File: src/hw/rtl/fcva_pkg.sv
`timescale 1ns / 1ps
package fcva_pkg;

   // Internal datapath widths: normalized magnitudes sit below 2^30
   // and grow by the rotation gain, so 34 signed bits hold x and y.
   localparam int CORE_W = 34;
   // Accumulated angle in turns * 2^32, signed with headroom.
   localparam int ZW = 33;
   // Normalization brings the larger magnitude to at least 2^29.
   localparam int NORM_LIMIT = 30;

   localparam logic [31:0] TWO_PI_Q29 = 32'd3373259426;
   localparam logic [ZW-1:0] QUARTER_TURN = ZW'(33'h0_4000_0000);

   // atan(2^-i) in turns * 2^32
   localparam logic [31:0] ATAN_TURNS [0:31] = '{
      32'h20000000, 32'h12E4051E, 32'h09FB385B, 32'h051111D4,
      32'h028B0D43, 32'h0145D7E1, 32'h00A2F61E, 32'h00517C55,
      32'h0028BE53, 32'h00145F2F, 32'h000A2F98, 32'h000517CC,
      32'h00028BE6, 32'h000145F3, 32'h0000A2FA, 32'h0000517D,
      32'h000028BE, 32'h0000145F, 32'h00000A30, 32'h00000518,
      32'h0000028C, 32'h00000146, 32'h000000A3, 32'h00000051,
      32'h00000029, 32'h00000014, 32'h0000000A, 32'h00000005,
      32'h00000003, 32'h00000001, 32'h00000001, 32'h00000000
   };

   // Quadrant code. On an axis it also gives the angle in quarter turns.
   typedef enum logic [1:0] {
      QUAD_FIRST  = 2'd0,
      QUAD_SECOND = 2'd1,
      QUAD_THIRD  = 2'd2,
      QUAD_FOURTH = 2'd3
   } quad_type;

   // Word passed from cell to cell along the chain
   typedef struct packed {
      logic signed [CORE_W-1:0] x;
      logic signed [CORE_W-1:0] y;
      logic signed [ZW-1:0]     z;
      logic                     axis;
      quad_type                 quad;
   } vec_type;

   // Radian code of one full turn, the wrap point of the output
   function automatic logic [31:0] full_angle(input int frac_bits);
      logic [63:0] sum;
      int          sh;
      sh  = 61 - frac_bits;
      sum = ({32'd0, TWO_PI_Q29} << 32) + (64'd1 << (sh - 1));
      return 32'(sum >> sh);
   endfunction

endpackage

File: src/hw/rtl/fcva_rot_cell.sv
`timescale 1ns / 1ps
module fcva_rot_cell
   import fcva_pkg::*;
#(
   parameter int STEP = 0
) (
   input  logic    clock,
   input  logic    reset,
   input  logic    in_valid,
   output logic    in_ready,
   input  vec_type in_word,
   output logic    out_valid,
   input  logic    out_ready,
   output vec_type out_word
);

   localparam logic signed [CORE_W-1:0] STEP_MASK =
      CORE_W'((64'd1 << STEP) - 64'd1);
   localparam logic signed [ZW-1:0] STEP_ANGLE =
      ZW'({1'b0, ATAN_TURNS[5'(STEP)]});

   logic                     valid_ff;
   vec_type                  word_ff;
   vec_type                  word_in;
   logic signed [CORE_W-1:0] bias_x;
   logic signed [CORE_W-1:0] bias_y;
   logic signed [CORE_W-1:0] dx;
   logic signed [CORE_W-1:0] dy;

   // shift right rounding toward zero: bias negative values first
   assign bias_x = in_word.x[CORE_W-1] ? STEP_MASK : '0;
   assign bias_y = in_word.y[CORE_W-1] ? STEP_MASK : '0;
   assign dx     = (in_word.y + bias_y) >>> STEP;
   assign dy     = (in_word.x + bias_x) >>> STEP;

   // micro-rotation toward y = 0
   always_comb begin
      word_in = in_word;
      if (!in_word.y[CORE_W-1]) begin
         word_in.x = in_word.x + dx;
         word_in.y = in_word.y - dy;
         word_in.z = in_word.z + STEP_ANGLE;
      end else begin
         word_in.x = in_word.x - dx;
         word_in.y = in_word.y + dy;
         word_in.z = in_word.z - STEP_ANGLE;
      end
   end

   assign in_ready = !valid_ff || out_ready;

   always_ff @(posedge clock) begin
      if (reset) begin
         valid_ff <= 1'b0;
      end else if (in_ready) begin
         valid_ff <= in_valid;
      end
   end

   always_ff @(posedge clock) begin
      if (in_ready && in_valid) begin
         word_ff <= word_in;
      end
   end

   assign out_valid = valid_ff;
   assign out_word  = word_ff;

endmodule

File: config.mk
export PLATFORM = sky130hd
export DESIGN_NAME = fcva_rot_cell
export DESIGN_NICKNAME = d
export VERILOG_FILES = /design/src/hw/rtl/fcva_pkg.sv /design/src/hw/rtl/fcva_rot_cell.sv
export SDC_FILE = /design/constraint.sdc
export NUM_CORES = 1
export LEC_CHECK = 0
export BUFFER_PORTS_ARGS = -buffer_cell sky130_fd_sc_hd__buf_2
export CORE_MARGIN = 1
export CORE_UTILIZATION = 55
export CTS_CLUSTER_DIAMETER = 60
export DETAILED_ROUTE_END_ITERATION = 8
export PLACE_DENSITY = 0.78
export SLEW_MARGIN = 20
export SYNTH_ARGS = -nofsm -noshare
export SYNTH_HDL_FRONTEND = slang
export SYNTH_SLANG_ARGS = --single-unit
File: constraint.sdc
create_clock -name clock -period 4.5 [get_ports clock]
set_input_delay 0.45 -clock clock [delete_from_list [all_inputs] [get_ports clock]]
set_output_delay 0.45 -clock clock [all_outputs]
set_load 0.02 [all_outputs]
# Word level (Yosys, flattened, before mapping)
# Index checks and enable logic that the tools add are counted.
[totals] in_bits=108 output_inout_bits=106 elab_cells=15 register_bits=105
[op_classes] mux=1 n_reduce_logical=3 add_sub_neg=5
[ops] op="$mux W101" count=1
[ops] op="$sub A34 B34 Y34" count=2
[ops] op="$add A34 B34 Y34" count=1
[ops] op="$add A33 B31 Y33 const B" count=1
[ops] op="$sub A33 B31 Y33 const B" count=1
[ops] op="$logic_and A1 B1 Y1" count=1
[ops] op="$logic_not A1 Y1" count=1
[ops] op="$logic_or A1 B1 Y1" count=1

# Logic depth before layout (Yosys ltp)
[logic_depth] depth_word=3 mapped_depth=13

# Worst setup path before layout
# Ideal clock, no wire load.
[synth_path] kind="in2reg" start="in out_ready" end="reg word_ff (netlist bit out_word[0]), enable pin" stages=2 slack_ps=895 required_time_ps=4027 arrival_time_ps=3131 setup_time_ps=473 path_cell_list="nand2b_1 and2_1"
[synth_between] elab_chain_len=2
[synth_rtl] element="start, declared" line="fcva_rot_cell.sv:13" text="input logic out_ready,"
[synth_rtl] element="$logic_or A1 B1 Y1" line="fcva_rot_cell.sv:50" text="assign in_ready = !valid_ff || out_ready;"
[synth_rtl] element="$logic_and A1 B1 Y1" line="fcva_rot_cell.sv:61" text="if (in_ready && in_valid) begin"
[synth_rtl] element="end signal, assigned" line="fcva_rot_cell.sv:62" text="word_ff <= word_in;"
[synth_rtl] element="end, declared" line="fcva_rot_cell.sv:23" text="vec_type word_ff;"
# No other way between the ends.
# A chain may end at the register's enable or synchronous reset.

==> flow_summary.ini <==
[flow_run]
drv_cap = 0

[clocking]
cts_tree = yes
clkSlewWorstSetupHoldPaths_ns = 0.07
cts-resized-gates = 0
ctsHoldBuffers = 0
ctsLongestPathBuffers = 2
cts_buffers = 9
htree_levels = 3
clock_latency_ns = 0.35
cts_setup_buffers = 0
cts_root_buffer = clkbuf_16
cts.sinks = 104

[place]
dp_hpwl_um = 19790
dp_slack_ns = 0.7185
placedCellCount = 1395
io_buffers = 213
gp_routability_congestion = 0.9671

[synth]
synth_nets = 1219
yosysSeqAreaShare = 0.3483
synth_cell_types = 69
synth-main-ff-cell = edfxtp_1
netlist_area_um2 = 8939
yosys_warnings = 0
ys_seq_elements = 104
synth_edf_count = 103
async_flop_share = 0
synthCells = 1005
syn_area_per_cell_um2 = 8.894

[final_layout]
drive_gt1_frac = 0.2033
areaGrowthSynthToFinish_pct = 16.95
instances_no_fill = 1412
final_nets = 1404
fillers = 1352

[setup_path]
cp_data_arrival_time_ns = 3.64
critPathBufInv = 3
critPathMaxStageDelay_ns = 0.66
endpoint_kind = register
path_delay_family = compound AO/OA/AOI/OAI gates
critPathMostFrequentCell = inv_1
crit_required_ns = 4.59
crit_fanout = 11
path_class = input port to register
crit_path_start_kind = input port
slowest_stage = a221oi_1
cp_cell_sequence = buf_2, inv_1, ha_1, inv_1, a221oi_1, nand4_1, o21ai_2, o221ai_2, o41ai_1, or4b_1, o211ai_1, xnor2_1

[die]
die_y_um = 129.5
initial_core_util = 0.5627
io_pins = 214
core_um2 = 15890
die-area_um2 = 16770
die_w_um = 129.5
rows = 46

[worst_hold_path]
hp-class = input port to register

[global_routing]
grt_pass1_vias = 7586
antenna_found_initial = 1
grt_pass1_wl_um = 38720
track_usage = 0.3004
gr-total-overflow = 0
grt_start_max_net_pins = 50

[timing]
finalMaxSlewViolations = 0
timing.final.crit_share = 0.7878
rsz0062_at_grt = no
fin_worst_skew_ns = 0.008105
setup_slack_ns = 0.9548
slew_headroom = 0.4037
worstMarginPinSlew_ns = 0.8852
max_clock_freq_ghz = 0.2821
fin_setup_tns_ns = 0
hold_viol = 0
period_minus_slack_ns = 3.545
setup_viol = 0

[drt]
vias = 8346
maxUsedRoutingLayer = met4
dr_wl_met2_um = 11870
dr.first_iter.drc_count = 799
wl_met3_um = 2161
routed_wl_um = 25510
wire_per_inst_um = 18.07
firstDrtPassIters = 5
drt-met1-wl_um = 10480
drc_errors = 0
viasPerCell = 5.911
antenna_left = 0

[power_and_ir_drop]
ir_drop_v = 0.0001761
internal_power_uw = 2129
swShare = 0.3524
leakagePower_uw = 0.004685
p_sw_uw = 1159
seqPwrFrac = 0.378
clockPowerShare = 0.261
power_frac_comb = 0.361
power_density_nw_per_um2 = 314.5

[run_status]
outcome = completed
==> final timing paths <==
path | from | endpoint | slack, ns | depth (start not counted)
min reg2reg | out_valid | out_valid | 0.53 | 2
min | reset | out_valid | 0.25 | 2
max | in_word[44] | out_word[67] | 0.95 | 12
max reg2reg | out_valid | out_word[92] | 2.68 | 3
==> worst register-to-register path, cell delays in order (launching register included) <==
cell	delay [ns]
dfxtp_1	0.31
nand2b_1	0.10
and2_4	0.52
buf_4	0.52
==> final cells by class <==
| cell class | instances | area, µm² | area share |
|---|---|---|---|
| clock buffers | 11 | 232.7 | 0.02226 |
| clock inverters | 5 | 87.58 | 0.008378 |
| diodes | 1 | 2.502 | 0.0002394 |
| multi-input cells | 750 | 5239 | 0.5011 |
| repair buffers | 219 | 1111 | 0.1063 |
| well taps | 216 | 270.3 | 0.02585 |
| flip-flops and latches | 104 | 3113 | 0.2978 |
| inverters | 106 | 397.9 | 0.03806 |
==> cells in the mapped netlist, types with 4 or more instances <==
| library cell | n | area (µm²) |
|---|---|---|
| o41ai_1 | 5 | 43.79 |
| o21bai_1 | 20 | 150.1 |
| xnor2_1 | 54 | 473.0 |
| o21ai_0 | 73 | 365.4 |
| fa_1 | 4 | 80.08 |
| nor2_1 | 88 | 330.3 |
| nand4_1 | 7 | 43.79 |
| o22ai_1 | 4 | 25.02 |
| or3_1 | 8 | 50.05 |
| nand3_1 | 8 | 40.04 |
| and2_1 | 4 | 25.02 |
| o31ai_1 | 13 | 97.59 |
| o2111ai_1 | 4 | 35.03 |
| nand2b_1 | 18 | 112.6 |
| mux2i_1 | 11 | 110.1 |
| a211oi_1 | 8 | 60.06 |
| nor3_1 | 20 | 100.1 |
| xor2_1 | 13 | 113.9 |
| nand2_1 | 52 | 195.2 |
| buf_1 | 8 | 30.03 |
| a31oi_1 | 5 | 31.28 |
| o31a_1 | 6 | 52.55 |
| nor4_1 | 5 | 31.28 |
| clkinv_1 | 5 | 18.77 |
| a21o_1 | 18 | 135.1 |
| edfxtp_1 | 103 | 3093 |
| a221oi_1 | 5 | 43.79 |
| o211ai_1 | 11 | 82.58 |
| inv_1 | 101 | 379.1 |
| ha_1 | 102 | 1276 |
| clkbuf_1 | 30 | 112.6 |
| nor2b_1 | 7 | 43.79 |
| a21oi_1 | 125 | 625.6 |
==> layout by cell type, fill, tap and decap left out, types with 9 or more instances in the layout <==
cell / n
o21ai_0: 73
a21oi_1: 125
nor3_1: 20
inv_1: 101
nand2b_1: 18
buf_2: 213
clkbuf_16: 9
o21bai_1: 20
a21o_1: 18
xnor2_1: 54
ha_1: 102
nand2_1: 52
xor2_1: 13
nor2_1: 88
mux2i_1: 11
edfxtp_1: 103
o31ai_1: 13
o211ai_1: 11
==> metrics by stage <==
stage               instance area, µm²  utilization  power (µW)  hold slack, ns
floorplan                         8939            -        2064          0.5191
global placement                 10130       0.6378        2411          0.4966
finish                           10450       0.6581        3288          0.2489
CTS                              10450       0.6579        3283          0.2395
global route                     10450       0.6581        3434          0.2431
detailed placement               10130       0.6378        2422          0.5133
==> registers in the layout (all words and copies together), names as in the netlist <==
signal,count
out_word,103
out_valid,1
==> metal layers <==
metal,vias up,GRT usage
met5,-,0
met4,0,0.1471
met3,76,0.04831
met2,468,0.5013
met1,3842,0.3797
li1,3960,-
==> power by group through the flow <==
stage,registers (µW),clock network (µW),logic [µW]
2_1_floorplan,1410,0,653
3_3_place_gp,1260,0,1150
3_5_place_dp,1270,0,1160
4_1_cts,1240,872,1170
5_1_grt,1250,903,1280
6_report,1240,859,1190
==> logic make-up after synthesis <==
kind of cell               count (synthesis)  synth area share
and+or+nand+nor                          231            0.1211
xor gates and xnor gates                  67           0.06565
muxes                                     13           0.01484
DFF                                      104            0.3483
adders and majority gates                106            0.1517
buffers and inverters                    151           0.06593
AOI/OAI and AO/OA                        333            0.2325
(Power assumes the default switching activity.)
