==> src/hw/rtl/fcva_pkg.sv <==
`timescale 1ns / 1ps
package fcva_pkg;

   // Internal datapath widths: normalized magnitudes sit below 2^30
   // and grow by the rotation gain, so 34 signed bits hold x and y.
   localparam int CORE_W = 34;
   // Accumulated angle in turns * 2^32, signed with headroom.
   localparam int ZW = 33;
   // Normalization brings the larger magnitude to at least 2^29.
   localparam int NORM_LIMIT = 30;

   localparam logic [31:0] TWO_PI_Q29 = 32'd3373259426;
   localparam logic [ZW-1:0] QUARTER_TURN = ZW'(33'h0_4000_0000);

   // atan(2^-i) in turns * 2^32
   localparam logic [31:0] ATAN_TURNS [0:31] = '{
      32'h20000000, 32'h12E4051E, 32'h09FB385B, 32'h051111D4,
      32'h028B0D43, 32'h0145D7E1, 32'h00A2F61E, 32'h00517C55,
      32'h0028BE53, 32'h00145F2F, 32'h000A2F98, 32'h000517CC,
      32'h00028BE6, 32'h000145F3, 32'h0000A2FA, 32'h0000517D,
      32'h000028BE, 32'h0000145F, 32'h00000A30, 32'h00000518,
      32'h0000028C, 32'h00000146, 32'h000000A3, 32'h00000051,
      32'h00000029, 32'h00000014, 32'h0000000A, 32'h00000005,
      32'h00000003, 32'h00000001, 32'h00000001, 32'h00000000
   };

   // Quadrant code. On an axis it also gives the angle in quarter turns.
   typedef enum logic [1:0] {
      QUAD_FIRST  = 2'd0,
      QUAD_SECOND = 2'd1,
      QUAD_THIRD  = 2'd2,
      QUAD_FOURTH = 2'd3
   } quad_type;

   // Word passed from cell to cell along the chain
   typedef struct packed {
      logic signed [CORE_W-1:0] x;
      logic signed [CORE_W-1:0] y;
      logic signed [ZW-1:0]     z;
      logic                     axis;
      quad_type                 quad;
   } vec_type;

   // Radian code of one full turn, the wrap point of the output
   function automatic logic [31:0] full_angle(input int frac_bits);
      logic [63:0] sum;
      int          sh;
      sh  = 61 - frac_bits;
      sum = ({32'd0, TWO_PI_Q29} << 32) + (64'd1 << (sh - 1));
      return 32'(sum >> sh);
   endfunction

endpackage

==> src/hw/rtl/fcva_norm_cell.sv <==
`timescale 1ns / 1ps
module fcva_norm_cell
   import fcva_pkg::*;
#(
   parameter int SHIFT = 1
) (
   input  logic    clock,
   input  logic    reset,
   input  logic    in_valid,
   output logic    in_ready,
   input  vec_type in_word,
   output logic    out_valid,
   input  logic    out_ready,
   output vec_type out_word
);

   logic              valid_ff;
   vec_type           word_ff;
   vec_type           word_in;
   logic [CORE_W-1:0] mag_or;
   logic              fits;

   // shift both magnitudes by SHIFT if the larger one stays below 2^30
   assign mag_or = in_word.x | in_word.y;
   assign fits   = (mag_or >> (NORM_LIMIT - SHIFT)) == '0;

   always_comb begin
      word_in = in_word;
      if (fits) begin
         word_in.x = in_word.x <<< SHIFT;
         word_in.y = in_word.y <<< SHIFT;
      end
   end

   assign in_ready = !valid_ff || out_ready;

   always_ff @(posedge clock) begin
      if (reset) begin
         valid_ff <= 1'b0;
      end else if (in_ready) begin
         valid_ff <= in_valid;
      end
   end

   always_ff @(posedge clock) begin
      if (in_ready && in_valid) begin
         word_ff <= word_in;
      end
   end

   assign out_valid = valid_ff;
   assign out_word  = word_ff;

endmodule

==> config.mk <==
export PLATFORM = sky130hd
export DESIGN_NAME = fcva_norm_cell
export DESIGN_NICKNAME = d
export VERILOG_FILES = /design/src/hw/rtl/fcva_pkg.sv /design/src/hw/rtl/fcva_norm_cell.sv
export SDC_FILE = /design/constraint.sdc
export NUM_CORES = 1
export LEC_CHECK = 0
export BUFFER_PORTS_ARGS = -buffer_cell sky130_fd_sc_hd__buf_4
export CORE_MARGIN = 5
export CORE_UTILIZATION = 42
export CTS_BUF_LIST = sky130_fd_sc_hd__clkbuf_8
export CTS_CLUSTER_DIAMETER = 80
export DETAILED_ROUTE_END_ITERATION = 10
export GPL_TIMING_DRIVEN = 0
export PLACE_DENSITY = 0.79
export SKIP_CTS_REPAIR_TIMING = 1
export SLEW_MARGIN = 20
export SYNTH_ARGS = -nofsm -noshare
export SYNTH_HDL_FRONTEND = slang
export SYNTH_SLANG_ARGS = --single-unit
==> constraint.sdc <==
create_clock -name clock -period 3.95 [get_ports clock]
set_input_delay 0.79 -clock clock [delete_from_list [all_inputs] [get_ports clock]]
set_output_delay 0.79 -clock clock [all_outputs]
set_load 0.01 [all_outputs]
# == Yosys cells after proc, flatten, opt, wreduce, memory -nomap -nowiden ==
# Index checks and enable logic that the tools add are counted.
# op_classes
mux,1
bitwise_logic,1
reduce_logical,4
# op_table
operator,count
$mux 68,1
$logic_not 34->1,1
$or 34x34->34,1
$logic_and 1x1->1,1
$logic_not 1->1,1
$logic_or 1x1->1,1
# word_totals
reg_bits,105
in_bits,108
out_inout_bits,106
wordCells,14

# == Depth between registers and ports, before layout ==
# Gate-level depths: netlist of run 1.
# depth
word_depth,3
depth_mapped,5
mapped_depth_nobuf,3

# == Least setup slack after synthesis of run 1 ==
# OpenSTA, ideal clock, no wires.
# synth_timing
path_kind,input-to-reg
start,in out_ready
end,"reg word_ff, in the netlist out_word[0], enable pin"
setup_time_ns,0.475
arrival_time_ns,3.409
required_time_ns,3.475
path_slack_ns,0.066
stages,2
path_buffers,0
cell_sequence,nand2b_1 and2_1
# synth_between
elab_chain_len,2
# synth_lines
element,line_no,rtl
"start, declared",fcva_norm_cell.sv:13,"input logic out_ready,"
$logic_or 1x1->1,fcva_norm_cell.sv:35,assign in_ready = !valid_ff || out_ready;
$logic_and 1x1->1,fcva_norm_cell.sv:46,if (in_ready && in_valid) begin
"end signal, assigned",fcva_norm_cell.sv:47,word_ff <= word_in;
"end, declared",fcva_norm_cell.sv:18,vec_type word_ff;
# No other way between the ends.
# A chain may end at the register's enable or synchronous reset.

==> key figures, run 1 <==
Clocking
  • Clock slew at reported path FFs: 0.11 ns
  • Clock sink count: 105
  • H-tree Lvls: 3
  • Skew-Pair Late Insertion Delay: 0.35 ns
  • Clk root buf: clkbuf_8
  • CTS tree: done
  • Num CTS Buffers: 9
  • Maximum clock path buffer count: 2

Drt
  • Drt pass-1 iters: 3
  • Number of antenna-violating nets in the routed design: 0
  • Vias per cell: 4.57
  • First DRT Iteration DRCs: 84
  • DRC Markers: 0
  • Routed WL per cell: 17.1 um
  • Vias: approximately 2.5k
  • WL final: 9360 um

Place
  • Placed cell count: 530
  • Port Buffers: around 210
  • Detailed placer's ending HPWL: 7270 um
  • Total placed instance area: 5790 um2
  • Routability cong.: 0.740

Finish
  • Layout net count: 520
  • Commonest non-fill, non-tap cell in the layout: buf_4
  • ANT cells: 0
  • Util after Layout: 64.7%
  • Fillers: approximately 700
  • Most frequent cells in the layout: buf_4, edfxtp_1, mux2_2, mux2_4, clkbuf_8
  • Non-filler cells in the finished layout: 546
  • Layout area overhead: 50.0%
  • Final Cell Area: 6000 um2
  • Layout cells sized above 1: 70.7%

Global routing
  • Total global-route track usage: 15.4%
  • Global-route wire length before repair: 13600 um
  • Antenna violations before repair: 0
  • Grt ovf: 0
  • Vias in the first global route: 2670
  • Largest net degree at the start of global routing: 56

Setup path
  • Cells on worst reg2reg path: 3
  • Crit. path cell count: 6
  • Critical-path cell list: buf_4 > nor4_2 > nand3_1 > buf_4 > buf_6 > mux2_4
  • Kind of end point of the critical path: flip-flop
  • CP startpoint: in_word[101]
  • CP Max Fanout: 10
  • Crit path max-delay cell type: nor4_2
  • Cell mode on critical path: buf_4
  • Critical path class: in2reg
  • Critical R2R Capture: out_word[62]
  • CP max stage delay: between 0.4 and 0.5 ns
  • Crit path capture: out_word[55]
  • Worst path bufs/invs: 3
  • CP Launch Type: input port
  • Worst r2r src: out_valid
  • Register-to-Register Setup Slack: 2.22 ns
  • Critical path's top delay family: simple AND/OR/NAND/NOR gates
  • CP arrival: 2.33 ns
  • Required time of the critical path: around 4.1 ns

Floorplan
  • Placeable Area: 9280 um2
  • Initial core utilization: 43.1%
  • # IOs: 214
  • Die area: 11600 um2
  • # rows: 35
  • Die Y: 108 um
  • Die width: 108 um

Power and ir drop
  • Power Internal: 1.78 mW
  • PD cells: 384 nW/um2
  • Net Switching: roughly 530 uW
  • Seq pwr share: 57.1%
  • Peak VDD IR: 0.000217 V
  • Clk pwr share: about 30%
  • Comb pwr share: about an eighth
  • Leak: 2.56 nW
  • Net Sw Frac: 22.8%

Timing
  • Min Hold Slack: roughly 0.54 ns
  • Fin Clk Skew: 0.0165 ns
  • Worst-margin pin slew: around 0.69 ns
  • Max Clk Rate: between 400 and 500 MHz
  • Max Slew Vio Count: 0
  • Slew margin rel.: 54.3%
  • Final Hold Vio Count: 0
  • Count of final setup violators: 0
  • Fin crit share: 56.4%
  • RSZ-0062 raised after global routing: no
  • Final min period: 2.23 ns

Status
  • Outcome: finished, final reports clean

Logic synthesis
  • Post-Syn Area: 4000 um2
  • Syn avg cell area: 21.4 um2
  • Netlist cell types: 16
  • Post-Synthesis Cells: 187
  • Post-synth net total: 295
  • Synth warn: 0
  • Post-synthesis sequential area ratio: roughly 79%
  • Yosys reg bits: 105

Run
  • MaxCap Viol Count: 0

Worst hold path
  • Hold Crit Class: reg2reg
## cells by family after synthesis
kind of cell           Yosys count  synth area share [%]
multiplexers                    56                  17.4
buffers and inverters           15                  1.97
AND/OR/NAND/NOR                  8                  1.47
AO/OA/AOI/OAI                    3                 0.625
flip-flops                     105                  78.5
## per-stage QoR
| stage | setup slack (ns) | total power, mW | TNS, ns |
|---|---|---|---|
| after global placement | -0.773 | 1.64 | -79.87 |
| after detailed placement | 1.33 | 1.64 | 0 |
| after CTS | 1.69 | 2.33 | 0 |
| final | 1.72 | 2.31 | 0 |
| after floorplan | 0.0655 | 1.44 | 0 |
| after global routing | 1.65 | 2.40 | 0 |
## routing by layer
| layer | global-route usage, % | routed length, um | up-vias |
|---|---|---|---|
| li1 | - | - | 1178 |
| met1 | 16.2 | 3390 | 1180 |
| met2 | 27.6 | 4820 | 126 |
| met3 | 6.54 | 989 | 13 |
| met4 | 5.32 | 159 | 0 |
| met5 | 0 | 0 | - |
## sequential cells by signal (all words and copies together), names as in the netlist
| signal | count |
|---|---|
| out_valid | 1 |
| out_word | 104 |
## worst register-to-register path, delay by kind of cell (launching register included)
kind          cells  cell delay (ns)
simple gates      2             0.71
buf+inv           1             0.34
flops             1             0.33
## power groups by stage
stage	combinational [mW]	clock [mW]	sequential (mW)
after floorplan	0.0570	0	1.38
after global placement	0.285	0	1.35
after detailed placement	0.297	0	1.34
after CTS	0.298	0.712	1.32
after global routing	0.313	0.763	1.33
final	0.293	0.696	1.32
## final cells by class
| type | count | area (um2) | area share [%] |
|---|---|---|---|
| repair buffers | 214 | 1630 | 27.1 |
| multi-input cells | 67 | 785 | 13.1 |
| flip-flops and latches | 105 | 3140 | 52.3 |
| well taps | 129 | 161 | 2.69 |
| inverters | 1 | 3.75 | 0.0625 |
| clock buffers | 9 | 124 | 2.06 |
| clock inverters | 7 | 86.3 | 1.44 |
| plain buffers | 14 | 75.1 | 1.25 |
## worst min path at each step
stage | slack (ns) | to | depth (start not counted) | startpoint
2_1_floorplan | 0.59 | out_valid | 2 | out_valid
3_3_place_gp | 0.50 | out_valid | 2 | out_valid
3_5_place_dp | 0.53 | out_valid | 2 | out_valid
4_1_cts | 0.54 | out_valid | 2 | out_valid
5_1_grt | 0.55 | out_valid | 2 | reset
6_report | 0.54 | out_valid | 2 | out_valid
## cells in the mapped netlist, drive strengths merged
library cell / number / area share (%)
edfxtp: 104 / 78
mux2: 56 / 17
clkbuf: 8 / 0.75
buf: 6 / 1.1
and2: 3 / 0.47
a41o: 2 / 0.50
nor4: 2 / 0.62
a21oi: 1 / 0.12
dfxtp: 1 / 0.50
inv: 1 / 0.094
nand2b: 1 / 0.16
nand3: 1 / 0.12
nor2: 1 / 0.094
(Power assumes the default switching activity.)
==> inputs of run 2 (changes only) <==
==> constraint.sdc (replaced) <==
create_clock -name clock -period 1.9 [get_ports clock]
set_input_delay 0.38 -clock clock [delete_from_list [all_inputs] [get_ports clock]]
set_output_delay 0.38 -clock clock [all_outputs]
set_load 0.01 [all_outputs]
==> run 2 against run 1 <==
  * First-iteration DRC count decreased by 1.2%
  * Final cell count decreased by 0.18%
  * Register-to-register slack got worse by 2.1 ns
  * Via count increased by 0.28%
  * Count of clock-buffer cells in the layout unchanged
  * Die area unchanged
  * Sequential cell count unchanged
  * Hold slack got worse by 0.36 ns
  * Critical path depth decreased by 3
  * Core utilization decreased by 0.35 points
  * Setup slack got worse by 1.6 ns
  * Sequential power increased by 110%
  * Largest cell class unchanged
==> key figures, run 2 (synthesis gave the netlist of run 1 again) <==
Status
  • Outcome: finished, final reports clean

Timing
  • Fin Clk Skew: 0.00994 ns
  • Slew margin rel.: 51.9%
  • Worst-margin pin slew: 0.722 ns
  • Count of final setup violators: 0
  • Final Hold Vio Count: 0
  • Total negative slack: 0 ns
  • Fin crit share: 91.6%
  • RSZ-0062 raised after global routing: no
  • Final min period: approximately 1.7 ns
  • Final worst setup slack: 0.160 ns
  • Max Clk Rate: approximately 570 MHz
  • Max Slew Vio Count: 0

Power and ir drop
  • Seq pwr share: 59.5%
  • Power Internal: 3.56 mW
  • Leak: 2.54 nW
  • Net Switching: 1.05 mW
  • Net Sw Frac: between 20% and 30%
  • Clk pwr share: 27.3%
  • Peak VDD IR: 0.000399 V
  • Comb pwr share: between 10% and 20%
  • PD cells: roughly 770 nW/um2

Finish
  • Layout net count: 520
  • Fillers: slightly above 700
  • Most frequent cells in the layout: buf_4, edfxtp_1, mux2_2, mux2_4, clkbuf_8
  • Multi-input gate area: 785 um2
  • Max reg flops: about 100
  • Non-filler cells in the finished layout: 545
  • ANT cells: 0
  • Layout cells sized above 1: between 70% and 80%
  • Final Cell Area: 5970 um2
  • Commonest non-fill, non-tap cell in the layout: buf_4
  • Layout area overhead: 49.2%
  • Register area: 3140 um2

Clocking
  • CTS tree: done
  • Skew-Pair Late Insertion Delay: ~0.35 ns
  • Num CTS Buffers: 9
  • Clock slew at reported path FFs: 0.10 ns
  • Clk root buf: clkbuf_8
  • H-tree Lvls: 3
  • Maximum clock path buffer count: 2
  • Clock sink count: about 110

Setup path
  • CP Launch Type: flip-flop
  • Required time of the critical path: 1.93 ns
  • CP arrival: 1.77 ns
  • Critical path class: reg2reg
  • Critical R2R Capture: out_word[70]
  • Kind of end point of the critical path: flip-flop
  • Worst r2r src: out_valid
  • Critical-path cell list: nand2b_1 > and2_4 > buf_16
  • CP Max Fanout: 53
  • CP max stage delay: 0.61 ns
  • Cells on worst reg2reg path: 3
  • Register-to-Register Setup Slack: 0.16 ns
  • Crit path max-delay cell type: and2_4

Place
  • Port Buffers: 213
  • Total placed instance area: 5790 um2
  • Routability cong.: 0.713
  • Placed cell count: 530
  • Detailed placer's ending HPWL: 7240 um
  • Placement Setup Slack: -0.195 ns

Global routing
  • Vias in the first global route: 2702
  • Global-route wire length before repair: 13700 um
  • Antenna violations before repair: 0
  • Largest net degree at the start of global routing: 54
  • Total global-route track usage: roughly 15%
  • Grt ovf: 0

Floorplan
  • Placeable Area: 9280 um2
  • Die Y: 108 um
  • Initial core utilization: 43.1%
  • Die area: around 12000 um2
  • # rows: 35
  • # IOs: between 200 and 250
  • Die width: between 100 and 150 um

Worst hold path
  • HP Start: reset
  • Worst hold path stage count: 2
  • Worst hold endpoint: out_valid
  • Hold Crit Class: in2reg

Run
  • MaxCap Viol Count: 0

Drt
  • Drt pass-1 iters: 4
  • WL final: around 9300 um
  • Routed WL per cell: 17.1 um
  • First DRT Iteration DRCs: 83
  • DRC Markers: 0
  • Vias: 2504
  • Vias per cell: 4.59
  • Number of antenna-violating nets in the routed design: 0
[run 2: cell count changes in the layout (fill, tap and decap cells not counted)]
cell	previous run	this run
inv_8	2	1
bufinv_16	1	0
clkinv_4	2	3
[run 2: layout make-up]
type	instances	share of cell area, %
Clock buffer	9	2.07
Multi-Input combinational cell	67	13.1
Tap cell	129	2.70
Timing Repair Buffer	214	27.2
Inverter	1	0.0629
Clock inverter	6	0.901
Buffer	14	1.26
Sequential cell	105	52.6
[run 2: how the worst max path moves through the flow]
stage	start	endpoint	slack, ns	cells past startpoint
detailed placement	in_word[101]	out_word[55]	-0.20	6
CTS	out_valid	out_word[70]	0.13	3
floorplan	out_ready	out_word[0]	0.12	2
finish	out_valid	out_word[70]	0.16	3
global placement	in_word[101]	out_word[56]	-0.21	6
global route	out_valid	out_word[70]	0.01	3
[run 2: power groups by stage]
stage	Clock, mW	Sequential (mW)	Combinational, mW
after floorplan	0	2.87	0.120
after global placement	0	2.79	0.593
after detailed placement	0	2.80	0.619
after CTS	1.31	2.74	0.620
after global routing	1.42	2.75	0.655
final	1.26	2.74	0.610
[run 2: routing by layer]
layer / vias up / part of all wire (%) / global-route usage, %
met5: - / 0 / 0
met4: 0 / 1.1 / 4.24
met3: 9 / 10 / 6.24
met2: 124 / 53 / 27.2
met1: 1194 / 36 / 17.3
li1: 1177 / - / -
[run 2: worst max-delay path: cells and delay by family (launching register included)]
kind                   cells  cell delay [ns]
buffers and inverters      1             0.32
DFF                        1             0.33
and+or+nand+nor            2             0.72
[run 2: through the flow]
stage | util [%] | hold WS [ns] | power (mW)
floorplan | - | 0.449 | 2.99
global placement | 62.1 | 0.513 | 3.39
detailed placement | 62.4 | 0.519 | 3.42
CTS | 64.3 | 0.151 | 4.67
global route | 64.3 | 0.138 | 4.83
finish | 64.3 | 0.175 | 4.61
