<file path="src/hw/rtl/fcva_pkg.sv">
`timescale 1ns / 1ps
package fcva_pkg;

   // Internal datapath widths: normalized magnitudes sit below 2^30
   // and grow by the rotation gain, so 34 signed bits hold x and y.
   localparam int CORE_W = 34;
   // Accumulated angle in turns * 2^32, signed with headroom.
   localparam int ZW = 33;
   // Normalization brings the larger magnitude to at least 2^29.
   localparam int NORM_LIMIT = 30;

   localparam logic [31:0] TWO_PI_Q29 = 32'd3373259426;
   localparam logic [ZW-1:0] QUARTER_TURN = ZW'(33'h0_4000_0000);

   // atan(2^-i) in turns * 2^32
   localparam logic [31:0] ATAN_TURNS [0:31] = '{
      32'h20000000, 32'h12E4051E, 32'h09FB385B, 32'h051111D4,
      32'h028B0D43, 32'h0145D7E1, 32'h00A2F61E, 32'h00517C55,
      32'h0028BE53, 32'h00145F2F, 32'h000A2F98, 32'h000517CC,
      32'h00028BE6, 32'h000145F3, 32'h0000A2FA, 32'h0000517D,
      32'h000028BE, 32'h0000145F, 32'h00000A30, 32'h00000518,
      32'h0000028C, 32'h00000146, 32'h000000A3, 32'h00000051,
      32'h00000029, 32'h00000014, 32'h0000000A, 32'h00000005,
      32'h00000003, 32'h00000001, 32'h00000001, 32'h00000000
   };

   // Quadrant code. On an axis it also gives the angle in quarter turns.
   typedef enum logic [1:0] {
      QUAD_FIRST  = 2'd0,
      QUAD_SECOND = 2'd1,
      QUAD_THIRD  = 2'd2,
      QUAD_FOURTH = 2'd3
   } quad_type;

   // Word passed from cell to cell along the chain
   typedef struct packed {
      logic signed [CORE_W-1:0] x;
      logic signed [CORE_W-1:0] y;
      logic signed [ZW-1:0]     z;
      logic                     axis;
      quad_type                 quad;
   } vec_type;

   // Radian code of one full turn, the wrap point of the output
   function automatic logic [31:0] full_angle(input int frac_bits);
      logic [63:0] sum;
      int          sh;
      sh  = 61 - frac_bits;
      sum = ({32'd0, TWO_PI_Q29} << 32) + (64'd1 << (sh - 1));
      return 32'(sum >> sh);
   endfunction

endpackage

</file>
<file path="src/hw/rtl/fcva_fold.sv">
`timescale 1ns / 1ps
module fcva_fold
   import fcva_pkg::*;
#(
   parameter int ANGLE_FRAC_BITS = 13
) (
   input  logic                       clock,
   input  logic                       reset,
   input  logic                       in_valid,
   output logic                       in_ready,
   input  vec_type                    in_word,
   output logic                       out_valid,
   input  logic                       out_ready,
   output logic [ANGLE_FRAC_BITS+2:0] out_angle
);

   localparam int AW = ANGLE_FRAC_BITS + 3;
   localparam int SH = 61 - ANGLE_FRAC_BITS;
   localparam logic [63:0]   ROUND_ADD = 64'd1 << (SH - 1);
   localparam logic [AW-1:0] FULL_ANG  = AW'(full_angle(ANGLE_FRAC_BITS));

   logic          v1_ff, v2_ff, v3_ff, v4_ff;
   logic          r1, r2, r3, r4;
   logic [31:0]   t_ff;
   logic          wrap1_ff, wrap2_ff, wrap3_ff;
   logic [63:0]   prod_ff;
   logic [AW-1:0] ang_ff;
   logic [AW-1:0] angle_ff;

   logic [ZW-1:0] th;
   logic [32:0]   t_in;
   logic [63:0]   prod_in;
   logic [63:0]   sum;
   logic [AW-1:0] ang_in;
   logic [AW-1:0] angle_in;

   // stage ready chain
   assign r4       = !v4_ff || out_ready;
   assign r3       = !v3_ff || r4;
   assign r2       = !v2_ff || r3;
   assign r1       = !v1_ff || r2;
   assign in_ready = r1;

   always_ff @(posedge clock) begin
      if (reset) begin
         v1_ff <= 1'b0;
         v2_ff <= 1'b0;
         v3_ff <= 1'b0;
         v4_ff <= 1'b0;
      end else begin
         if (r1) v1_ff <= in_valid;
         if (r2) v2_ff <= v1_ff;
         if (r3) v3_ff <= v2_ff;
         if (r4) v4_ff <= v3_ff;
      end
   end

   // clamp first-quadrant angle to 0 .. quarter turn, fold by quadrant
   always_comb begin
      if (in_word.z[ZW-1]) begin
         th = '0;
      end else if (in_word.z > $signed(QUARTER_TURN)) begin
         th = QUARTER_TURN;
      end else begin
         th = in_word.z;
      end
      if (in_word.axis) begin
         t_in = {1'b0, in_word.quad, 30'd0};
      end else begin
         unique case (in_word.quad)
            QUAD_FIRST:  t_in = th;
            QUAD_SECOND: t_in = 33'h0_8000_0000 - th;
            QUAD_THIRD:  t_in = 33'h0_8000_0000 + th;
            QUAD_FOURTH: t_in = 33'h1_0000_0000 - th;
            default:     t_in = th;
         endcase
      end
   end

   // turns to radians
   assign prod_in = t_ff * TWO_PI_Q29;
   assign sum     = prod_ff + ROUND_ADD;
   assign ang_in  = AW'(sum >> SH);

   // full turn and anything that rounds to it wrap to zero
   assign angle_in = (wrap3_ff || ang_ff >= FULL_ANG) ? '0 : ang_ff;

   always_ff @(posedge clock) begin
      if (r1 && in_valid) begin
         t_ff     <= t_in[31:0];
         wrap1_ff <= t_in[32];
      end
      if (r2 && v1_ff) begin
         prod_ff  <= prod_in;
         wrap2_ff <= wrap1_ff;
      end
      if (r3 && v2_ff) begin
         ang_ff   <= ang_in;
         wrap3_ff <= wrap2_ff;
      end
      if (r4 && v3_ff) begin
         angle_ff <= angle_in;
      end
   end

   assign out_valid = v4_ff;
   assign out_angle = angle_ff;

endmodule

</file>
<file path="config.mk">
export PLATFORM = sky130hd
export DESIGN_NAME = fcva_fold
export DESIGN_NICKNAME = d
export VERILOG_FILES = /design/src/hw/rtl/fcva_pkg.sv /design/src/hw/rtl/fcva_fold.sv
export SDC_FILE = /design/constraint.sdc
export NUM_CORES = 1
export LEC_CHECK = 0
export BUFFER_PORTS_ARGS = -buffer_cell sky130_fd_sc_hd__buf_2
export CORE_UTILIZATION = 45
export DETAILED_ROUTE_END_ITERATION = 6
export PLACE_DENSITY = 0.63
export SETUP_SLACK_MARGIN = 0.05
export SYNTH_ARGS = -nofsm -noshare
export SYNTH_HDL_FRONTEND = slang
export SYNTH_SLANG_ARGS = --single-unit
export TNS_END_PERCENT = 50
</file>
<file path="constraint.sdc">
create_clock -name clock -period 18.4 [get_ports clock]
set_input_delay 3.68 -clock clock [delete_from_list [all_inputs] [get_ports clock]]
set_output_delay 3.68 -clock clock [all_outputs]
set_load 0.01 [all_outputs]
</file>
# After elaboration in Yosys (flattened, before gate mapping)
# Cells that the tools add are included.
[classes]
n_mul = 1
n_reduce_logical = 14
n_mux = 4
n_addsub = 4
eq_ne = 3
n_lt_le_gt_ge = 2
[op_table]
columns = ["op", "count"]
rows = [
  ["case mux 33 bit (4 select lines)", 1],
  ["two-way mux 32 bit", 3],
  ["adder 64 x 48 -> 64 bit (second input constant)", 1],
  ["multiplier 32 x 31 -> 63 bit (second input constant)", 1],
  ["adder 32 x 33 -> 33 bit (first input constant)", 1],
  ["> comparator 33 x 32 -> 1 bit (second input constant)", 1],
  ["subtractor 32 x 33 -> 33 bit (first input constant)", 1],
  ["subtractor 33 bit (first input constant)", 1],
  ["greater-or-equal comparator 16 bit (second input constant)", 1],
  ["logical OR 1 bit", 5],
  ["equality test 2 bit (second input constant)", 2],
  ["logical AND 1 bit", 4],
  ["zero test 1 bit", 4],
  ["equality test 2 x 1 -> 1 bit (second input constant)", 1],
  ["zero test 2 bit", 1],
]
[totals]
output_inout_bits = 18
elab_cells = 40
register_bits = 134
inputBits = 108

# Depth between registers and ports, before layout
# Gate-level depths: netlist (run 1).
[depth]
word_depth = 6
depth_mapped = 23
ltp_nobuf = 23

# Worst setup path after synthesis (run 1)
# Ideal clock, no wire load.
[synth_path]
path_kind = "input -> output"
start = "input out_ready"
end = "output in_ready"
path_buffers = 0
cell_stages = 3
arrival_ps = 4223
t_required_ps = 14720
setup_slack_ps = 10497
cell_sequence = "nor2b_1 -> and3_1 -> nand2_1"
[synth_via]
elab_chain_cells = 4
[synth_rtl]
columns = ["element", "line_no", "text"]
rows = [
  ["start, declared", "fcva_fold.sv:13", "input logic out_ready,"],
  ["logical OR 1 bit", "fcva_fold.sv:38", "assign r4 = !v4_ff || out_ready;"],
  ["logical OR 1 bit", "fcva_fold.sv:39", "assign r3 = !v3_ff || r4;"],
  ["logical OR 1 bit", "fcva_fold.sv:40", "assign r2 = !v2_ff || r3;"],
  ["logical OR 1 bit", "fcva_fold.sv:41", "assign r1 = !v1_ff || r2;"],
  ["end, declared", "fcva_fold.sv:10", "output logic in_ready,"],
]
# Every way passes these cells.

# Final worst setup path (run 1)
# Ends and elaborated chain as after synthesis.

==> results.sh, run 1 <==
export IMPL_timing_rr_start="t_ff[12]"
export IMPL_grt_antenna_before_repair=1
export IMPL_cts_sinks=88
export IMPL_worst_path_buf_inv=2
export IMPL_critPathKind="input pin to output port"
export IMPL_synth_avg_cell_area_um2=10.2
export IMPL_r2r_end="prod_ff[61]"
export IMPL_ant_nets=0
export IMPL_postSynthRegisterBits=88
export IMPL_post_synth_fa_ha_maj_area_fraction_pct=58.2
export IMPL_max_cap_violations=0
export IMPL_gp_congestion=0.936
export IMPL_r2r_slack_ps=10910
export IMPL_area_fraction_in_compound_gates_after_synthesis_pct=7.69
export IMPL_report_final_slew_viol_count=0
export IMPL_fp_dieW_um=213
export IMPL_drt_iter0_drc=744
export IMPL_top_cell_by_count_worst_path="sky130_fd_sc_hd__buf_2"
export IMPL_placed_cell_areas_um2=21000
export IMPL_netlist_top_cells_area="sky130_fd_sc_hd__fa_1 (35%), sky130_fd_sc_hd__ha_1 (23%), sky130_fd_sc_hd__edfxtp_1 (13%), sky130_fd_sc_hd__inv_1 (11%), sky130_fd_sc_hd__a21oi_1 (1.9%)"
export IMPL_fillerInstances=4102
export IMPL_timing_slew_headroom_pct=42.7
export IMPL_synth_area_mux_share_pct=0.299
export IMPL_postLayoutCellArea_um2=21400
export IMPL_min_path_type="flop to flop"
export IMPL_final_layout_size_suffix_gt1_share_pct=4.69
export IMPL_grt_usage_pct=22.6
export IMPL_worst_hold_startpoint="wrap2_ff"
export IMPL_postSynthNetCount=2808
export IMPL_hold_path_depth=0
export IMPL_floorplan_initialDensity_pct=45.5
export IMPL_combinational_family_with_the_most_area_after_synthesis="adder cells"
export IMPL_whs_ps=453
export IMPL_total_cts_buffers=9
export IMPL_path_clk_slew_ps=90
export IMPL_wl_um=48400
export IMPL_synth_top_area_share_pct=34.7
export IMPL_post_dp_hpwl_um=42900
export IMPL_rsz_0062_raised_after_global_routing="false"
export IMPL_cp_data_required_time_ps=14720
export IMPL_critPathTopFamily="simple AND/OR/NAND/NOR gates"
export IMPL_num_io_pins=126
export IMPL_synth_warn=0
export IMPL_num_vias=13375
export IMPL_coreArea_um2=44100
export IMPL_grt_pass1_vias=13943
export IMPL_floorplan_die_height_um=213
export IMPL_synthArstFlopShare_pct=0
export IMPL_gr_total_overflow=0
export IMPL_synth_simple_area_share_pct=7.10
export IMPL_run_status="complete, no violations"
export IMPL_synth_largest_area_cell="sky130_fd_sc_hd__fa_1"
export IMPL_avg_vias_per_cell=5.11
export IMPL_syn_cell_area_um2=20100
export IMPL_clock_skew_final_ps=23.5
export IMPL_cts_max_level=3
export IMPL_hold_viol=0
export IMPL_post_synth_num_cell_types=69
export IMPL_cts_setup_buffers=0
export IMPL_post_synth_xor_area_fraction_pct=2.70
export IMPL_post_route_drc_count=0
export IMPL_ys_dominant_reg_cell="sky130_fd_sc_hd__edfxtp_1"
export IMPL_clock_tree_root_cell="sky130_fd_sc_hd__clkbuf_16"
export IMPL_postLayoutCoreUtil_pct=48.4
export IMPL_fp_row_count=77
export IMPL_timing_critical_path_slowest_cell_delay_ps=320
export IMPL_hold_path_endpoint="wrap3_ff"
export IMPL_n_antenna_cell=0
export IMPL_critPathLaunchType="input pin"
export IMPL_detailedRoute_firstPassIterationCount=5
export IMPL_netlist_instances=1975
export IMPL_yosysSeqAreaShare_pct=13.0
export IMPL_clock_tree_from_tritoncts="done"
export IMPL_fmax_mhz=120
export IMPL_finish_net_count=2855
export IMPL_cell_with_the_most_instances_after_synthesis="sky130_fd_sc_hd__inv_1"
export IMPL_worstPathCellList="buf_2 -> nor2b_1 -> and3_1 -> nand2_1 -> buf_2"
export IMPL_tightestPinTransition_ps=854
export IMPL_synth_top_cells_by_count="sky130_fd_sc_hd__inv_1 (563), sky130_fd_sc_hd__ha_1 (377), sky130_fd_sc_hd__fa_1 (348)"
export IMPL_clock_tree_buffer_depth=2
export IMPL_grt_pass1_wl_um=76200
export IMPL_pin_count_of_the_biggest_net_entering_global_routing=35
export IMPL_cts_hold_buffers_added=0
export IMPL_critical_path_endpoint_type="output port"
export IMPL_period_share_pct=45.2
export IMPL_port_buffers=57
export IMPL_areaGrowthSynthToFinish_pct=6.30
export IMPL_setup_violations=0
export IMPL_cts_resized=0
export IMPL_critical_path_arrival_ps=4630
export IMPL_totalNegativeSetupSlack_ps=0
export IMPL_fp_dieArea_um2=45500
export IMPL_per_cell_routed_wire_length_um=18.5
export IMPL_critical_path_max_fanout=5
export IMPL_worstRegToRegCells=23
export IMPL_cpMaxStageDelayCell="sky130_fd_sc_hd__and3_1"
export IMPL_finalCriticalPeriod_ps=8310
export IMPL_number_of_flops_mapped_to_enable_cells_by_yosys=84
export IMPL_clock_insertion_delay_worst_skew_ps=400
[stage by stage]
stage	setup slack, ps	std cells
after global routing	9990	2619
after detailed placement	10090	2603
after floorplan	10500	1975
after global placement	10140	2603
final	10090	2619
after CTS	10090	2619
[placed cells by master, fill, tap and decap left out, types with 6 or more instances in the layout]
cell type and count:
sky130_fd_sc_hd__inv_1 563, sky130_fd_sc_hd__ha_1 377, sky130_fd_sc_hd__fa_1 348, sky130_fd_sc_hd__edfxtp_1 84
sky130_fd_sc_hd__a21oi_1 76, sky130_fd_sc_hd__nor2_1 74, sky130_fd_sc_hd__nand2_1 62, sky130_fd_sc_hd__buf_2 57
sky130_fd_sc_hd__a21o_1 43, sky130_fd_sc_hd__xnor2_1 36, sky130_fd_sc_hd__nand3_1 31, sky130_fd_sc_hd__xor2_1 26
sky130_fd_sc_hd__o21ai_0 25, sky130_fd_sc_hd__and2_1 18, sky130_fd_sc_hd__nor3_1 16, sky130_fd_sc_hd__nand4_1 16
sky130_fd_sc_hd__o31ai_1 12, sky130_fd_sc_hd__o211ai_1 10, sky130_fd_sc_hd__and3_1 9, sky130_fd_sc_hd__clkbuf_16 9
sky130_fd_sc_hd__nand2b_1 8, sky130_fd_sc_hd__or4_1 7, sky130_fd_sc_hd__nor4_1 7, sky130_fd_sc_hd__mux2i_1 6
[cell type report]
cell class	instances	area, µm²	area share, %
Tap cell	592	741	3.47
Sequential cell	88	2600	12.2
Clock buffer	9	225	1.05
Clock inverter	7	81.3	0.381
Timing Repair Buffer	61	315	1.48
Multi-Input combinational cell	1299	15300	71.5
Inverter	563	2110	9.90
[worst max path at each step]
stage / startpoint / endpoint / cells after the start
2_1_floorplan: out_ready / in_ready / 3
3_3_place_gp: out_ready / in_ready / 5
6_report: out_ready / in_ready / 5
3_5_place_dp: out_ready / in_ready / 5
5_1_grt: out_ready / in_ready / 5
4_1_cts: out_ready / in_ready / 5
[routing by layer]
layer / vias up / part of all wire (%) / global-route usage, %
li1: 6413 / - / -
met1: 6668 / 46 / 31.3
met2: 233 / 47 / 36.0
met3: 59 / 3.8 / 3.02
met4: 2 / 3.2 / 8.57
met5: - / 0.039 / 0
[cell families after synthesis]
logic type	after synthesis
other	1
flip-flops	88
multiplexers	6
adder cells (fa/ha/maj)	725
XOR/XNOR	62
AND/OR/NAND/NOR	278
buffers and inverters	588
AO/OA/AOI/OAI	227
[flip-flops by register name (all words and copies together) (netlist names)]
name and flops:
t_ff 32, prod_ff 17, ang_ff 16, out_angle 16, out_valid 1, v1_ff 1
v2_ff 1, v3_ff 1, wrap1_ff 1, wrap2_ff 1, wrap3_ff 1
Power of run 1 is left out: the tool's default activity adds up to more than one toggle a clock period on the data nets, which glitch-free logic cannot reach.
==> inputs of run 2 (changes only) <==
--- a/config.mk
+++ b/config.mk
@@ -8,7 +8,7 @@
 export BUFFER_PORTS_ARGS = -buffer_cell sky130_fd_sc_hd__buf_2
 export CORE_UTILIZATION = 45
 export DETAILED_ROUTE_END_ITERATION = 6
-export PLACE_DENSITY = 0.63
+export PLACE_DENSITY = 0.65
 export SETUP_SLACK_MARGIN = 0.05
 export SYNTH_ARGS = -nofsm -noshare
 export SYNTH_HDL_FRONTEND = slang
==> constraint.sdc (replaced) <==
create_clock -name clock -period 7 [get_ports clock]
set_input_delay 1.4 -clock clock [delete_from_list [all_inputs] [get_ports clock]]
set_output_delay 1.4 -clock clock [all_outputs]
set_load 0.01 [all_outputs]
==> run 2 against run 1 <==
  * Clock skew rose by 4.6 ps
  * Utilization increased by 4.6 points
  * Die area unchanged
  * Highest routed layer is now met4
  * First-iteration DRC count fell by 2.0%
  * Wire length is 4.9% higher
==> results.sh, run 2 (same netlist as run 1, synthesis figures left out) <==
export IMPL_period_share_pct=97.4
export IMPL_finish_cell_count_without_fillers=2778
export IMPL_gr_total_overflow=0
export IMPL_critical_path_endpoint_type="flop"
export IMPL_critPathLaunchType="flop"
export IMPL_clock_insertion_delay_worst_skew_ps=400
export IMPL_total_cts_buffers=9
export IMPL_cpMaxStageDelayCell="sky130_fd_sc_hd__fa_1"
export IMPL_floorplan_die_height_um=213
export IMPL_wl_um=50800
export IMPL_finalCriticalPeriod_ps=6810
export IMPL_max_cap_violations=0
export IMPL_report_final_slew_viol_count=0
export IMPL_registers_top_by_ff_count="t_ff"
export IMPL_detailedRoute_firstPassIterationCount=5
export IMPL_grt_busiest_layer="met2"
export IMPL_final_layout_size_suffix_gt1_share_pct=17.0
export IMPL_grt_usage_pct=22.8
export IMPL_min_path_type="flop to flop"
export IMPL_clock_tree_buffer_depth=2
export IMPL_finish_net_count=3012
export IMPL_cp_data_required_time_ps=7250
export IMPL_avg_vias_per_cell=5.09
export IMPL_pin_count_of_the_biggest_net_entering_global_routing=35
export IMPL_fillerInstances=3924
export IMPL_postLayoutCoreUtil_pct=53.0
export IMPL_grt_antenna_before_repair=2
export IMPL_use_met2_pct=37.5
export IMPL_fp_dieW_um=213
export IMPL_met1_usage_pct=30.9
export IMPL_port_buffers=57
export IMPL_fp_dieArea_um2=45500
export IMPL_gp_congestion=0.946
export IMPL_layout_commonest_cell="sky130_fd_sc_hd__inv_1"
export IMPL_per_cell_routed_wire_length_um=18.3
export IMPL_ant_nets=0
export IMPL_cts_sinks=88
export IMPL_num_io_pins=126
export IMPL_largest_reg_flops=32
export IMPL_clock_tree_from_tritoncts="done"
export IMPL_clock_tree_root_cell="sky130_fd_sc_hd__clkbuf_16"
export IMPL_grt_pass1_vias=14567
export IMPL_drt_iter0_drc=729
export IMPL_cts_hold_buffers_added=0
export IMPL_coreArea_um2=44100
export IMPL_grt_pass1_wl_um=77300
export IMPL_numPlacedInstances=2721
export IMPL_hold_viol=0
export IMPL_cts_max_level=3
export IMPL_tightestPinTransition_ps=1120
export IMPL_timing_critical_path_slowest_cell_delay_ps=590
export IMPL_critPathKind="flop to flop"
export IMPL_top_cell_by_count_worst_path="sky130_fd_sc_hd__fa_1"
export IMPL_clock_skew_final_ps=28.0
export IMPL_timing_slew_headroom_pct=23.3
export IMPL_fp_row_count=77
export IMPL_post_dp_hpwl_um=44200
export IMPL_fmax_mhz=147
export IMPL_critical_path_arrival_ps=7060
export IMPL_critical_path_max_fanout=3
export IMPL_reg_top3="t_ff (32), prod_ff (17)"
export IMPL_floorplan_initialDensity_pct=45.5
export IMPL_setup_violations=0
export IMPL_run_status="complete, no violations"
export IMPL_whs_ps=457
export IMPL_path_clk_slew_ps=90
export IMPL_areaGrowthSynthToFinish_pct=16.4
export IMPL_num_vias=14134
export IMPL_use_met3_pct=3.16
export IMPL_post_route_drc_count=0
export IMPL_most_common_layout_cells="sky130_fd_sc_hd__inv_1 (546), sky130_fd_sc_hd__ha_1 (332), sky130_fd_sc_hd__fa_1 (329)"
export IMPL_rsz_0062_raised_after_global_routing="true"
[run 2: cell types whose count changed in the layout (fill, tap and decap cells not counted), moves of 5 or more]
cell                      delta
sky130_fd_sc_hd__buf_4     +151
sky130_fd_sc_hd__ha_1       -45
sky130_fd_sc_hd__ha_4       +40
sky130_fd_sc_hd__fa_1       -19
sky130_fd_sc_hd__fa_2       +19
sky130_fd_sc_hd__inv_1      -17
sky130_fd_sc_hd__inv_2      +15
sky130_fd_sc_hd__a21oi_1    -14
sky130_fd_sc_hd__a21oi_2    +10
sky130_fd_sc_hd__buf_6       +5
sky130_fd_sc_hd__ha_2        +5
[run 2: critical path: cells and delay by family (launching register included)]
kind            cells  cell delay [ps]
fa+ha+maj           9             3590
simple gates        5              920
compound gates      3              870
buf+inv             8              840
flops               1              470
[run 2: cell type report]
cell class / count / area, µm² / area share (%)
Clock inverter: 7 / 81.3 / 0.348
Multi-Input combinational cell: 1299 / 16100 / 68.8
Inverter: 563 / 2120 / 9.07
Tap cell: 592 / 741 / 3.17
Antenna cell: 2 / 5.00 / 0.0214
Sequential cell: 88 / 2600 / 11.1
Clock buffer: 9 / 225 / 0.963
Timing Repair Buffer: 218 / 1530 / 6.52
[run 2: metal layers]
layer / vias to the layer above / part of all wire [%]
li1: 6739 / -
met1: 7018 / 45
met2: 317 / 48
met3: 60 / 4.3
met4: 0 / 2.6
met5: - / 0
[run 2: per-stage QoR]
step / setup slack, ps / area [µm²] / TNS [ps]
6_report: 185 / 23400 / 0
3_3_place_gp: -49.0 / 21900 / -85.6
3_5_place_dp: -113 / 21900 / -318
2_1_floorplan: 338 / 20100 / 0
5_1_grt: -29.1 / 23400 / -55.2
4_1_cts: 48.1 / 22600 / 0
[run 2: timing repair]
| action | CTS | global route |
|---|---|---|
| pin swaps | 34 | 78 |
| endpoints found under the setup margin | 8 | 10 |
| resized for setup | 32 | 106 |
| buffers inserted | 25 | 15 |
[run 2: path summary, 6_finish.rpt]
path / cells after the start / slack (ps) / endpoint / startpoint
worst max-delay path: 25 / 190 / prod_ff[61] / t_ff[21]
worst min-delay path: 0 / 460 / wrap3_ff / wrap2_ff
worst max register to register: 25 / 190 / prod_ff[61] / t_ff[21]
worst min register to register: 0 / 460 / wrap3_ff / wrap2_ff
Power of run 2 is left out for the same reason.
==> inputs of run 3 (changes only) <==
--- a/config.mk
+++ b/config.mk
@@ -8,7 +8,7 @@
 export BUFFER_PORTS_ARGS = -buffer_cell sky130_fd_sc_hd__buf_2
 export CORE_UTILIZATION = 45
 export DETAILED_ROUTE_END_ITERATION = 6
-export PLACE_DENSITY = 0.65
+export PLACE_DENSITY = 0.63
 export SETUP_SLACK_MARGIN = 0.05
 export SYNTH_ARGS = -nofsm -noshare
 export SYNTH_HDL_FRONTEND = slang
==> constraint.sdc (replaced) <==
create_clock -name clock -period 8.8 [get_ports clock]
set_input_delay 1.76 -clock clock [delete_from_list [all_inputs] [get_ports clock]]
set_output_delay 1.76 -clock clock [all_outputs]
set_load 0.01 [all_outputs]
==> run 3 against run 2 <==
  * Maximum frequency fell by 8.5%
  * Utilization fell by 4.6 points
  * Critical path depth fell by 4
  * Wire length fell by 5.2%
  * Clock skew fell by 4.9 ps
  * Flip-flop and latch count did not move
  * Final cell count fell by 5.6%
  * Die area did not move
==> results.sh, run 3 (same netlist as run 1, synthesis figures left out) <==
export IMPL_routedLengthMet1_um=21900
export IMPL_gr_total_overflow=0
export IMPL_layout_commonest_cell="sky130_fd_sc_hd__inv_1"
export IMPL_r2r_slack_ps=1360
export IMPL_path_clk_slew_ps=90
export IMPL_floorplan_initialDensity_pct=45.5
export IMPL_clock_tree_from_tritoncts="done"
export IMPL_cts_max_level=3
export IMPL_max_cap_violations=0
export IMPL_critical_path_endpoint_type="flop"
export IMPL_cts_sinks=88
export IMPL_critical_path_arrival_ps=7570
export IMPL_cts_hold_buffers_added=0
export IMPL_num_vias=13329
export IMPL_totalNegativeSetupSlack_ps=0
export IMPL_clock_skew_final_ps=23.1
export IMPL_drt_iter0_drc=713
export IMPL_hold_path_depth=0
export IMPL_critPathKind="flop to flop"
export IMPL_clock_tree_root_cell="sky130_fd_sc_hd__clkbuf_16"
export IMPL_floorplan_die_height_um=213
export IMPL_registers_top_by_ff_count="t_ff"
export IMPL_gp_congestion=0.946
export IMPL_period_share_pct=84.6
export IMPL_fp_dieArea_um2=45500
export IMPL_min_path_type="flop to flop"
export IMPL_areaGrowthSynthToFinish_pct=6.26
export IMPL_rsz_0062_raised_after_global_routing="false"
export IMPL_fp_row_count=77
export IMPL_detailedRoute_firstPassIterationCount=7
export IMPL_fmax_mhz=134
export IMPL_avg_vias_per_cell=5.08
export IMPL_route_met2_wl_um=22600
export IMPL_cts_resized=0
export IMPL_num_io_pins=126
export IMPL_finalWorstSetupSlack_ps=1360
export IMPL_coreArea_um2=44100
export IMPL_ant_nets=0
export IMPL_setup_violations=0
export IMPL_cp_data_required_time_ps=8930
export IMPL_fillerInstances=4180
export IMPL_tightestPinTransition_ps=874
export IMPL_grt_pass1_vias=13565
export IMPL_worstRegToRegCells=21
export IMPL_largest_reg_flops=32
export IMPL_clock_insertion_delay_worst_skew_ps=390
export IMPL_grt_pass1_wl_um=75100
export IMPL_pin_count_of_the_biggest_net_entering_global_routing=35
export IMPL_critPathLaunchType="flop"
export IMPL_met3WireLength_um=2490
export IMPL_cts_setup_buffers=0
export IMPL_final_layout_size_suffix_gt1_share_pct=4.73
export IMPL_fp_dieW_um=213
export IMPL_critical_path_max_fanout=10
export IMPL_report_final_slew_viol_count=0
export IMPL_top_layer_used="met5"
export IMPL_whs_ps=445
export IMPL_timing_slew_headroom_pct=41.4
export IMPL_run_status="complete, no violations"
export IMPL_finish_net_count=2857
export IMPL_grt_usage_pct=22.3
export IMPL_most_common_layout_cells="sky130_fd_sc_hd__inv_1 (563), sky130_fd_sc_hd__ha_1 (377), sky130_fd_sc_hd__fa_1 (348)"
export IMPL_post_route_drc_count=0
export IMPL_port_buffers=57
export IMPL_pre_cts_ws_ps=1330
export IMPL_wl_um=48200
export IMPL_total_cts_buffers=9
export IMPL_hold_viol=0
export IMPL_clock_tree_buffer_depth=2
export IMPL_reg_top3="t_ff (32), prod_ff (17)"
export IMPL_post_dp_hpwl_um=42900
export IMPL_grt_antenna_before_repair=1
export IMPL_finalCriticalPeriod_ps=7440
export IMPL_per_cell_routed_wire_length_um=18.4
==> run 3: path summary, 6_finish.rpt <==
path         startpoint          end
max reg2reg    t_ff[16]  prod_ff[61]
min reg2reg    wrap2_ff     wrap3_ff
max            t_ff[16]  prod_ff[61]
min            wrap2_ff     wrap3_ff
==> run 3: critical path, stage by stage (launching register included) <==
cell	delay [ps]
sky130_fd_sc_hd__edfxtp_1	750
sky130_fd_sc_hd__fa_1	570
sky130_fd_sc_hd__fa_1	550
sky130_fd_sc_hd__inv_1	70
sky130_fd_sc_hd__fa_1	540
sky130_fd_sc_hd__inv_1	40
sky130_fd_sc_hd__ha_1	290
sky130_fd_sc_hd__inv_1	60
sky130_fd_sc_hd__fa_1	470
sky130_fd_sc_hd__inv_1	50
sky130_fd_sc_hd__fa_1	510
sky130_fd_sc_hd__fa_1	530
sky130_fd_sc_hd__ha_1	320
sky130_fd_sc_hd__ha_1	370
sky130_fd_sc_hd__a21oi_1	290
sky130_fd_sc_hd__a21o_1	160
sky130_fd_sc_hd__a211o_1	180
sky130_fd_sc_hd__nor3_2	50
sky130_fd_sc_hd__a211oi_1	610
sky130_fd_sc_hd__a2111oi_4	210
sky130_fd_sc_hd__or3b_1	380
sky130_fd_sc_hd__and3_1	170
==> run 3: metrics by stage <==
stage	instance area (µm²)	instances	util (%)
floorplan	20100	1975	-
global placement	21100	2605	47.7
detailed placement	21100	2605	47.7
CTS	21300	2621	48.4
global route	21300	2621	48.4
finish	21300	2622	48.4
==> run 3: final cells by class <==
type,instances,area (µm²),area share [%]
multi-input combinational,1299,15300,71.6
sequential,88,2600,12.2
inverter,563,2110,9.90
tap,592,741,3.47
timing repair buffer,63,330,1.55
clock buffer,10,229,1.07
clock inverter,6,52.6,0.246
antenna,1,2.50,0.0117
==> run 3: per-layer routing <==
layer  global-route usage [%]  vias up
met5                        0        -
met1                     30.7     6569
met4                     6.65        2
met2                     36.0      284
li1                         -     6415
met3                     4.04       59
Power of run 3 is left out for the same reason.
